**src/sv/ssoc_pkg.sv**
```systemverilog
// ----------------------------------------------------------------------------
// Subsequence occurrence counter package
// Shared types and constants for the counter cells, the channel interfaces
// and the top level.
// ----------------------------------------------------------------------------
package ssoc_pkg;

   localparam int MAX_PATTERN_DEF = 16;
   localparam int COUNT_BITS_DEF  = 32;

   localparam int KEY_BITS       = 64;
   localparam int ACTION_BITS    = 2;
   localparam int COUNT_OUT_BITS = 32;
   localparam int LEN_OUT_BITS   = 5;

   typedef enum logic [ACTION_BITS-1:0] {
      ACT_CLEAR   = 2'd0,
      ACT_PATTERN = 2'd1,
      ACT_TEXT    = 2'd2
   } action_type;

   // Broadcast from the top level to every cell of the row.
   typedef struct packed {
      logic                zero_counts;
      logic                text_step;
      logic [KEY_BITS-1:0] key;
   } cell_ctrl_type;

endpackage

```
**src/sv/ssoc_if.sv**
```systemverilog
// ----------------------------------------------------------------------------
// Subsequence occurrence counter channels
// Valid/ready interfaces for the request and the response channels.
// ----------------------------------------------------------------------------
interface ssoc_req_if;
   logic                                 valid;
   logic                                 ready;
   logic [ssoc_pkg::ACTION_BITS-1:0]     action;
   logic [ssoc_pkg::KEY_BITS-1:0]        value;

   modport source (output valid, output action, output value, input ready);
   modport sink   (input valid, input action, input value, output ready);
endinterface

interface ssoc_rsp_if;
   logic                                 valid;
   logic                                 ready;
   logic [ssoc_pkg::COUNT_OUT_BITS-1:0]  count;
   logic                                 saturated;
   logic [ssoc_pkg::LEN_OUT_BITS-1:0]    pattern_length;
   logic                                 pattern_overflow;

   modport source (output valid, output count, output saturated,
                   output pattern_length, output pattern_overflow, input ready);
   modport sink   (input valid, input count, input saturated,
                   input pattern_length, input pattern_overflow, output ready);
endinterface

```
**src/sv/ssoc_cell.sv**
```systemverilog
// ----------------------------------------------------------------------------
// Subsequence occurrence counter cell
// Holds one pattern key and the partial count for its position, and adds the
// count of the cell before it when a text key matches.
// ----------------------------------------------------------------------------
module ssoc_cell #(
   parameter int COUNT_BITS = ssoc_pkg::COUNT_BITS_DEF
) (
   input  logic                    clock,
   input  logic                    reset,
   input  ssoc_pkg::cell_ctrl_type ctrl,
   input  logic                    load_en,
   input  logic                    active,
   input  logic [COUNT_BITS-1:0]   lower_count,
   output logic [COUNT_BITS-1:0]   count_out,
   output logic [COUNT_BITS-1:0]   count_next,
   output logic                    sat_hit
);
   import ssoc_pkg::*;

   localparam logic [COUNT_BITS:0] SUM_MAX = {1'b0, {COUNT_BITS{1'b1}}};

   logic [KEY_BITS-1:0]   key_ff;
   logic [COUNT_BITS-1:0] count_ff;
   logic [COUNT_BITS-1:0] count_in;
   logic [COUNT_BITS:0]   sum;
   logic                  hit;
   logic                  at_max;

   always_comb begin
      sum    = {1'b0, count_ff} + {1'b0, lower_count};
      at_max = (sum >= SUM_MAX);
      hit    = ctrl.text_step && active && (key_ff == ctrl.key);
      if (ctrl.zero_counts) begin
         count_in = '0;
      end else if (hit) begin
         count_in = at_max ? SUM_MAX[COUNT_BITS-1:0] : sum[COUNT_BITS-1:0];
      end else begin
         count_in = count_ff;
      end
   end

   always_ff @(posedge clock) begin
      if (reset) begin
         count_ff <= '0;
      end else begin
         count_ff <= count_in;
      end
   end

   // Pattern keys are only ever read below the loaded length, so no reset.
   always_ff @(posedge clock) begin
      if (load_en) begin
         key_ff <= ctrl.key;
      end
   end

   assign count_out  = count_ff;
   assign count_next = count_in;
   assign sat_hit    = hit && at_max;

endmodule

```
**src/sv/subsequence_occurrence_counter.sv**
```systemverilog
// ----------------------------------------------------------------------------
// Subsequence occurrence counter
// Counts the ways a loaded pattern of 64-bit keys occurs in order, not
// necessarily contiguously, in a streamed text of keys.
// ----------------------------------------------------------------------------
// Each request beat is clear, append a pattern key or feed a text key, and
// each one returns exactly one response beat with the count for the whole
// pattern, the sticky saturation and overflow flags and the pattern length.
// A row of MAX_PATTERN cells holds one pattern key and one partial count per
// position; a text key updates every cell at once from the counts of the
// previous cycle, so one beat is accepted per clock and its response appears
// in the output register on the following cycle. The response register
// lets a new beat in while the previous response is being taken; throughput
// drops only when the sink holds ready low. No clearing pass is needed after
// reset.
module subsequence_occurrence_counter #(
   parameter int MAX_PATTERN = ssoc_pkg::MAX_PATTERN_DEF,
   parameter int COUNT_BITS  = ssoc_pkg::COUNT_BITS_DEF
) (
   input logic         clock,
   input logic         reset,
   ssoc_req_if.sink    req_bus,
   ssoc_rsp_if.source  rsp_bus
);
   import ssoc_pkg::*;

   localparam int LEN_W = $clog2(MAX_PATTERN + 1);
   localparam int IDX_W = (MAX_PATTERN > 1) ? $clog2(MAX_PATTERN) : 1;
   localparam logic [LEN_W-1:0] LEN_FULL = LEN_W'(MAX_PATTERN);

   logic                      accept;
   action_type                action;
   cell_ctrl_type             ctrl;

   logic [LEN_W-1:0]          len_ff, len_in;
   logic                      sat_ff, sat_in;
   logic                      ovf_ff, ovf_in;
   logic                      append;

   logic [COUNT_BITS-1:0]     count_q    [MAX_PATTERN];
   logic [COUNT_BITS-1:0]     count_next [MAX_PATTERN];
   logic [MAX_PATTERN-1:0]    sat_hits;
   logic [MAX_PATTERN-1:0]    load_en;
   logic [MAX_PATTERN-1:0]    active;

   logic [LEN_W-1:0]          last_pos;
   logic [COUNT_BITS-1:0]     total;
   logic [COUNT_BITS+COUNT_OUT_BITS-1:0] total_wide;
   logic [LEN_W+LEN_OUT_BITS-1:0]        len_wide;

   logic                      rsp_valid_ff;
   logic [COUNT_OUT_BITS-1:0] rsp_count_ff;
   logic                      rsp_sat_ff;
   logic [LEN_OUT_BITS-1:0]   rsp_len_ff;
   logic                      rsp_ovf_ff;

   assign req_bus.ready = !rsp_valid_ff || rsp_bus.ready;
   assign accept        = req_bus.valid && req_bus.ready;
   assign action        = action_type'(req_bus.action);

   always_comb begin
      ctrl.zero_counts = 1'b0;
      ctrl.text_step   = 1'b0;
      ctrl.key         = req_bus.value;
      append           = 1'b0;
      len_in           = len_ff;
      sat_in           = sat_ff;
      ovf_in           = ovf_ff;
      if (accept) begin
         case (action)
            ACT_CLEAR: begin
               ctrl.zero_counts = 1'b1;
               len_in           = '0;
               sat_in           = 1'b0;
               ovf_in           = 1'b0;
            end
            ACT_PATTERN: begin
               ctrl.zero_counts = 1'b1;
               if (len_ff < LEN_FULL) begin
                  append = 1'b1;
                  len_in = len_ff + LEN_W'(1);
               end else begin
                  ovf_in = 1'b1;
               end
            end
            ACT_TEXT: begin
               ctrl.text_step = 1'b1;
               sat_in         = sat_ff || (|sat_hits);
            end
            default: begin
            end
         endcase
      end
   end

   genvar j;
   generate
      for (j = 0; j < MAX_PATTERN; j++) begin : g_cell
         logic [COUNT_BITS-1:0] lower;

         if (j == 0) begin : g_first
            assign lower = COUNT_BITS'(1);
         end else begin : g_rest
            assign lower = count_q[j-1];
         end

         assign load_en[j] = append && (len_ff == LEN_W'(j));
         assign active[j]  = (LEN_W'(j) < len_ff);

         ssoc_cell #(
            .COUNT_BITS (COUNT_BITS)
         ) u_cell (
            .clock       (clock),
            .reset       (reset),
            .ctrl        (ctrl),
            .load_en     (load_en[j]),
            .active      (active[j]),
            .lower_count (lower),
            .count_out   (count_q[j]),
            .count_next  (count_next[j]),
            .sat_hit     (sat_hits[j])
         );
      end
   endgenerate

   // The response reports the state after this beat, taken from the last
   // loaded cell; an empty pattern occurs exactly once.
   always_comb begin
      last_pos = len_in - LEN_W'(1);
      if (len_in == '0) begin
         total = COUNT_BITS'(1);
      end else begin
         total = count_next[last_pos[IDX_W-1:0]];
      end
      total_wide = {{COUNT_OUT_BITS{1'b0}}, total};
      len_wide   = {{LEN_OUT_BITS{1'b0}}, len_in};
   end

   always_ff @(posedge clock) begin
      if (reset) begin
         len_ff       <= '0;
         sat_ff       <= 1'b0;
         ovf_ff       <= 1'b0;
         rsp_valid_ff <= 1'b0;
      end else begin
         len_ff <= len_in;
         sat_ff <= sat_in;
         ovf_ff <= ovf_in;
         if (accept) begin
            rsp_valid_ff <= 1'b1;
         end else if (rsp_bus.ready) begin
            rsp_valid_ff <= 1'b0;
         end
      end
   end

   always_ff @(posedge clock) begin
      if (accept) begin
         rsp_count_ff <= total_wide[COUNT_OUT_BITS-1:0];
         rsp_sat_ff   <= sat_in;
         rsp_len_ff   <= len_wide[LEN_OUT_BITS-1:0];
         rsp_ovf_ff   <= ovf_in;
      end
   end

   assign rsp_bus.valid            = rsp_valid_ff;
   assign rsp_bus.count            = rsp_count_ff;
   assign rsp_bus.saturated        = rsp_sat_ff;
   assign rsp_bus.pattern_length   = rsp_len_ff;
   assign rsp_bus.pattern_overflow = rsp_ovf_ff;

endmodule

```
**src/flat_wrapper.sv**
```systemverilog
// flat-port wrapper written by rule: the top's interface ports become plain ports
module subsequence_occurrence_counter_flat import ssoc_pkg::*;
#(
   parameter int MAX_PATTERN = ssoc_pkg::MAX_PATTERN_DEF,
   parameter int COUNT_BITS  = ssoc_pkg::COUNT_BITS_DEF
)
  (clock, reset, req_bus_valid, req_bus_action, req_bus_value, req_bus_ready, rsp_bus_valid, rsp_bus_count, rsp_bus_saturated, rsp_bus_pattern_length, rsp_bus_pattern_overflow, rsp_bus_ready);
  ssoc_req_if req_bus_i ();
  ssoc_rsp_if rsp_bus_i ();
  input logic clock;
  input logic reset;
  input wire logic [$bits(req_bus_i.valid)-1:0] req_bus_valid;
  input wire logic [$bits(req_bus_i.action)-1:0] req_bus_action;
  input wire logic [$bits(req_bus_i.value)-1:0] req_bus_value;
  output wire logic [$bits(req_bus_i.ready)-1:0] req_bus_ready;
  output wire logic [$bits(rsp_bus_i.valid)-1:0] rsp_bus_valid;
  output wire logic [$bits(rsp_bus_i.count)-1:0] rsp_bus_count;
  output wire logic [$bits(rsp_bus_i.saturated)-1:0] rsp_bus_saturated;
  output wire logic [$bits(rsp_bus_i.pattern_length)-1:0] rsp_bus_pattern_length;
  output wire logic [$bits(rsp_bus_i.pattern_overflow)-1:0] rsp_bus_pattern_overflow;
  input wire logic [$bits(rsp_bus_i.ready)-1:0] rsp_bus_ready;
  assign req_bus_i.valid = req_bus_valid;
  assign req_bus_i.action = req_bus_action;
  assign req_bus_i.value = req_bus_value;
  assign req_bus_ready = req_bus_i.ready;
  assign rsp_bus_valid = rsp_bus_i.valid;
  assign rsp_bus_count = rsp_bus_i.count;
  assign rsp_bus_saturated = rsp_bus_i.saturated;
  assign rsp_bus_pattern_length = rsp_bus_i.pattern_length;
  assign rsp_bus_pattern_overflow = rsp_bus_i.pattern_overflow;
  assign rsp_bus_i.ready = rsp_bus_ready;
  subsequence_occurrence_counter #(.MAX_PATTERN(MAX_PATTERN), .COUNT_BITS(COUNT_BITS)) u_core (.clock(clock), .reset(reset), .req_bus(req_bus_i), .rsp_bus(rsp_bus_i));
endmodule
```
**config.mk**
```make
export PLATFORM = sky130hd
export DESIGN_NAME = subsequence_occurrence_counter_flat
export DESIGN_NICKNAME = d
export VERILOG_FILES = /design/src/sv/ssoc_pkg.sv /design/src/sv/ssoc_if.sv /design/src/sv/ssoc_cell.sv /design/src/sv/subsequence_occurrence_counter.sv /design/src/flat_wrapper.sv
export SDC_FILE = /design/constraint.sdc
export NUM_CORES = 2
export LEC_CHECK = 0
export ABC_CLOCK_PERIOD_IN_PS = 24000
export BUFFER_PORTS_ARGS = -buffer_cell sky130_fd_sc_hd__buf_4
export CELL_PAD_IN_SITES_DETAIL_PLACEMENT = 0
export CELL_PAD_IN_SITES_GLOBAL_PLACEMENT = 1
export CORE_MARGIN = 10
export CORE_UTILIZATION = 55
export DETAILED_ROUTE_END_ITERATION = 8
export PLACE_DENSITY = 0.95
export SETUP_SLACK_MARGIN = 0.05
export SLEW_MARGIN = 20
export SYNTH_ARGS = -nofsm -noshare
export SYNTH_HDL_FRONTEND = slang
export SYNTH_SLANG_ARGS = --single-unit
```
**constraint.sdc**
```tcl
create_clock -name clock -period 24 [get_ports clock]
set_input_delay 1.2 -clock clock [delete_from_list [all_inputs] [get_ports clock]]
set_output_delay 1.2 -clock clock [all_outputs]
set_load 0.02 [all_outputs]
```
# Yosys cells after proc, flatten, opt, wreduce, memory -nomap -nowiden
# Cells that the tools add are included.
# word_totals
inputBits	70
wordCells	267
output_inout_bits	41
regBits	1583
# op_classes
n_bitwise	1
n_reduce_logical	74
n_mux	67
n_lt_le_gt_ge	34
add_sub_neg	18
n_eq_ne	33
# op_table
cell	count
$mux 32	50
$eq 64x64->1	16
$ge 33x32->1 const B	16
$add 32x32->33	15
$bmux 32 s4	1
$logic_and 1x1->1	65
$eq 5x4->1 const B	8
$lt 4x5->1 const A	8
$add 32x1->33 const B	1
$eq 5x3->1 const B	4
$lt 3x5->1 const A	4
$reduce_or 16->1	1
$eq 5x2->1 const B	2
$logic_not 5->1	2
$lt 1x5->1 const A	2
$lt 2x5->1 const A	2
$mux 1	10
$mux 5	2
$pmux 5 s2	1
$add 5x1->5 const B	1
$eq 5x1->1 const B	1
$ge 5x5->1 const B	1
$lt 5x5->1 const B	1
$not 4->5	1
other kinds (10)	12

# Logic depth before layout (Yosys ltp)
# depth
word_depth	11
depth_mapped	18
depth_no_buf	16

# Cells and area by module
# A second synthesis with hierarchy kept.
# unflattened
cells_unflattened	10685
hier_area_um2	102654.7
# by_module_without_submodules
module	area_each_um2	cells_per_inst	seq_area_each_um2	n_inst
ssoc_cell (u_core.g_cell[0].u_cell ...)	5997.0	624	2562.5	11
ssoc_cell (u_core.g_cell[7].u_cell ...)	5888.1	613	2562.5	3
subsequence_occurrence_counter	6787.8	684	1331.3	1
ssoc_cell (u_core.g_cell[6].u_cell)	6158.4	646	2562.5	1
ssoc_cell (u_core.g_cell[12].u_cell)	6077.1	652	2562.5	1

# Worst setup path before layout
# Ideal clock, no wire load.
# synth_path
path_kind	in2reg
from	input req_bus_valid
to	register u_core.g_cell[7].u_cell.key_ff[0] (enable)
setup_time_ns	0.644
path_slack_ns	15.383
arrival_ns	7.973
path_buffers	0
required_time_ns	23.356
cell_stages	4
cell_sequence	inv_1 > nor3_1 > nand2_1 > nor4_1
# synth_via
elab_chain_len	3
# synth_rtl
element	line_no	text
start, declared	flat_wrapper.sv:12	input wire logic [$bits(req_bus_i.valid)-1:0] req_bus_valid;
$logic_and 1x1->1	subsequence_occurrence_counter.sv:58	assign accept = req_bus.valid && req_bus.ready;
$mux 1	subsequence_occurrence_counter.sv:69	if (accept) begin
$logic_and 1x1->1	subsequence_occurrence_counter.sv:107	assign load_en[j] = append && (len_ff == LEN_W'(j));
named net u_core.g_cell[7].u_cell.load_en	ssoc_cell.sv:12	input logic load_en,
end signal, assigned	ssoc_cell.sv:54	key_ff <= ctrl.key;
end, declared	ssoc_cell.sv:23	logic [KEY_BITS-1:0] key_ff;
# The timed path passes the listed nets, and every way through them passes these cells.
# A chain may end at the register's enable or synchronous reset.

# Worst setup path after layout
# layout_path
from	register u_core.g_cell[7].u_cell.count_ff[7]
to	register u_core.rsp_sat_ff (netlist: u_core.rsp_bus.saturated) (data pin)
# layout_via
elab_chain_len	7
elab_cells_between_ends	10
cone_classes	add/sub (2); order compare (2); mux (2); reduce/logical (4)
# layout_rtl
element	line_no	text
start, declared	ssoc_cell.sv:24	logic [COUNT_BITS-1:0] count_ff;
start signal, assigned	ssoc_cell.sv:47	count_ff <= count_in;
$add 32x32->33	ssoc_cell.sv:31	sum = {1'b0, count_ff} + {1'b0, lower_count};
$ge 33x32->1	ssoc_cell.sv:32	at_max = (sum >= SUM_MAX);
$logic_and 1x1->1	ssoc_cell.sv:60	assign sat_hit = hit && at_max;
$reduce_or 16->1 (*)	subsequence_occurrence_counter.sv:88	sat_in = sat_ff || (|sat_hits);
$logic_or 1x1->1 (*)	subsequence_occurrence_counter.sv:88	
$pmux 1 s2 (*)	subsequence_occurrence_counter.sv:70	case (action)
$mux 1 (*)	subsequence_occurrence_counter.sv:69	
named net u_core.sat_in	subsequence_occurrence_counter.sv:36	logic sat_ff, sat_in;
end signal, assigned	subsequence_occurrence_counter.sv:160	rsp_sat_ff <= sat_in;
end, declared	subsequence_occurrence_counter.sv:53	logic rsp_sat_ff;
# Mark *: on every way through the listed nets, which the timed path passes. The rest lies on a longest branch.

==> results.json <==
{
  "avgRoutedWirePerCell_um": 33.0,
  "crit_family": "compound AO/OA/AOI/OAI gates",
  "drv_slew": 0,
  "clock_skew_ns": 0.0518,
  "fin_hold_ws_ns": 0.533,
  "drive_above_1_share": 0.0664,
  "cts_root_buf": "clkbuf_16",
  "yosysWarningCount": 0,
  "most-common-layout-cells": "edfxtp_1, nor2_1, xnor2_1",
  "drtIter0Drc": 13600,
  "path_max_fanout": 17,
  "post-place-cells": 12700,
  "dr.pass1.iters": 8,
  "ios": 111,
  "final_common_cell": "edfxtp_1",
  "cts_resized": 0,
  "rows": 156,
  "required_ns": 24.61,
  "path_buf_inv": 1,
  "dieArea_um2": 200000,
  "cts.sinks": 1583,
  "crit_path_start_kind": "flip-flop",
  "stdcell_count": 13000,
  "p_switching_w": 0.00151,
  "cts_buffers": 168,
  "dp_hpwl_um": 317000,
  "power_per_cell_area_nw_per_um2": 55.1,
  "die_w_um": 447,
  "clkPwrFrac": 0.442,
  "synth_edf_count": 1063,
  "postSynthCellCount": 10600,
  "dr_total_vias": 92300,
  "setup_ws_ns": 17.69,
  "ir_drop_v": 0.0000916,
  "io_buffers": 110,
  "ys_top_cells_by_area": "edfxtp_1, dfxtp_1, xnor2_1",
  "endpoint_kind": "flip-flop",
  "grt-ovfl-total": 0,
  "path_clk_slew_ns": 0.08,
  "gp_congestion": 1.06,
  "cts_tree": "yes",
  "netSwitchingFraction": 0.252,
  "wirelength_um": 429000,
  "core_area_um2": 181000,
  "seq_area_frac_synth": 0.422,
  "dp_slack_ns": 17.47,
  "cp_cell_sequence": "ha_1 -> a21oi_1 -> o21ai_0 -> a21oi_1 -> a2111oi_0 -> or4b_2 -> a221oi_2 -> buf_4 -> nor2b_1 -> a2111oi_1 -> o221ai_1 -> a211oi_1 -> nand3_1 -> nor3_1 -> a21oi_1",
  "internal_power_w": 0.00448,
  "cp_slowest_stage_delay_ns": 0.92,
  "die_y_um": 447,
  "crit_path_top_delay_cell": "a2111oi_1",
  "synthArstFlopShare": 0,
  "max_freq_ghz": 0.158,
  "outcome": "finished, final reports clean",
  "setup_tns_ns": 0,
  "crit_top_cell": "a21oi_1",
  "insertion_delay_ns": 0.88,
  "syn-mean-instance-area_um2": 9.42,
  "syn_nets": 11200,
  "worstPathArrival_ns": 6.92,
  "relSlewSlack": 0.121,
  "ant_nets": 0,
  "start_util": 0.554,
  "worst_pin_slew_ns": 1.31,
  "grt_pass1_vias": 86100,
  "antenna_found_initial": 23,
  "p_comb_frac": 0.070,
  "yosys.area.top_type": "edfxtp_1",
  "rsz0062_at_grt": "no",
  "p_leak_nw": 38.4,
  "power_w": 0.00599,
  "gr-usage-all-layers": 0.412,
  "drv_cap": 0,
  "syn_area_um2": 100000,
  "ys_seq_elements": 1583,
  "yosysTopAreaCellShare": 0.319,
  "layout.nets": 11100,
  "postCtsSetupRepairBufs": 0,
  "clockBufferDepth": 3,
  "drc": 0,
  "post_drt_via_cell_ratio": 7.10,
  "grt_max_degree": 197,
  "final.min_clock_period_ns": 6.31,
  "min_path_type": "reg -> reg",
  "grt_pass1_wl_um": 609000,
  "criticalPathCategory": "reg -> reg",
  "hold_violations": 0,
  "period_share": 0.263,
  "htreeDepth": 4,
  "syn_to_final_growth_pct": 8.59,
  "synth_flop_cell": "edfxtp_1",
  "ys_types": 97,
  "finalSetupViolCount": 0,
  "seq_power_share": 0.488,
  "holdBufCountCts": 0
}
[worst min-delay path, delay by kind of cell, from the launching register on]
kind	cells	cell delay, ns
simple gates	1	0.13
compound gates	1	0.05
flops	1	0.31
[synthesized netlist by cell type, types with 101 or more instances]
library cell / n
edfxtp_1: 1063
xnor2_1: 830
nand2_1: 625
a21oi_1: 735
o21ai_0: 699
ha_1: 487
dfxtp_1: 520
inv_1: 188
nand3_1: 350
clkbuf_1: 532
a21o_1: 169
o211ai_1: 111
nor4_1: 239
nand4_1: 402
nor2_1: 1000
xor2_1: 559
o22ai_1: 101
a211oi_1: 103
nor3_1: 246
[path summary, 6_finish.rpt]
path,cells after the start,to,startpoint,slack [ns]
worst min register to register,2,u_core.ovf_ff$_SDFF_PP0_,u_core.ovf_ff$_SDFF_PP0_,0.53
worst min-delay path,2,u_core.ovf_ff$_SDFF_PP0_,u_core.ovf_ff$_SDFF_PP0_,0.53
worst max register to register,15,u_core.rsp_bus.saturated$_DFFE_PP_,u_core.g_cell[7].u_cell.count_out[7]$_SDFF_PP0_,17.69
worst max-delay path,15,u_core.rsp_bus.saturated$_DFFE_PP_,u_core.g_cell[7].u_cell.count_out[7]$_SDFF_PP0_,17.69
[flip-flops by register name (all words and copies together) (netlist names)]
signal and cells:
u_core.g_cell.u_cell.count_out 512, u_core.g_cell.u_cell.key_ff 1024, u_core.len_ff 5, u_core.ovf_ff 1, u_core.rsp_bus.count 32, u_core.rsp_bus.pattern_length 5, u_core.rsp_bus.pattern_overflow 1, u_core.rsp_bus.saturated 1
u_core.rsp_bus.valid 1, u_core.sat_ff 1
[power groups by stage]
stage	logic [W]	registers, W	clock network, W
2_1_floorplan	0.000204	0.00298	0
3_3_place_gp	0.000387	0.00298	0
3_5_place_dp	0.000395	0.00298	0
4_1_cts	0.000400	0.00292	0.00263
5_1_grt	0.000423	0.00292	0.00272
6_report	0.000420	0.00292	0.00265
[layer usage]
layer,wire length [µm],GRT usage,vias to the layer above
li1,-,-,39500
met1,158000,0.522,44200
met2,182000,0.618,6895
met3,51100,0.0960,1715
met4,38700,0.295,32
met5,205,0,-
[cell families after synthesis]
group                    after synthesis  synth area share
flip-flops                          1583             0.422
buffers and inverters                756            0.0286
adder cells (fa/ha/maj)              502            0.0638
AND/OR/NAND/NOR                     3674             0.188
XOR/XNOR                            1389             0.121
multiplexers                          96            0.0101
AO/OA/AOI/OAI                       2636             0.165
[per-stage QoR]
| stage | utilization | instance area, µm² |
|---|---|---|
| detailed placement | 0.571 | 103000 |
| floorplan | - | 100000 |
| global route | 0.601 | 109000 |
| finish | 0.601 | 109000 |
| CTS | 0.601 | 109000 |
| global placement | 0.571 | 103000 |
[area by class of cell]
class	instances	area [µm²]
Antenna cell	5	12.5
Clock buffer	213	4540
Clock inverter	87	875
Fill cell	14900	72100
Inverter	191	718
Multi-Input combinational cell	8297	55400
Sequential cell	1583	42300
Tap cell	2370	2970
Timing Repair Buffer	260	1960
Note: power is estimated with default switching activity, not from simulation.
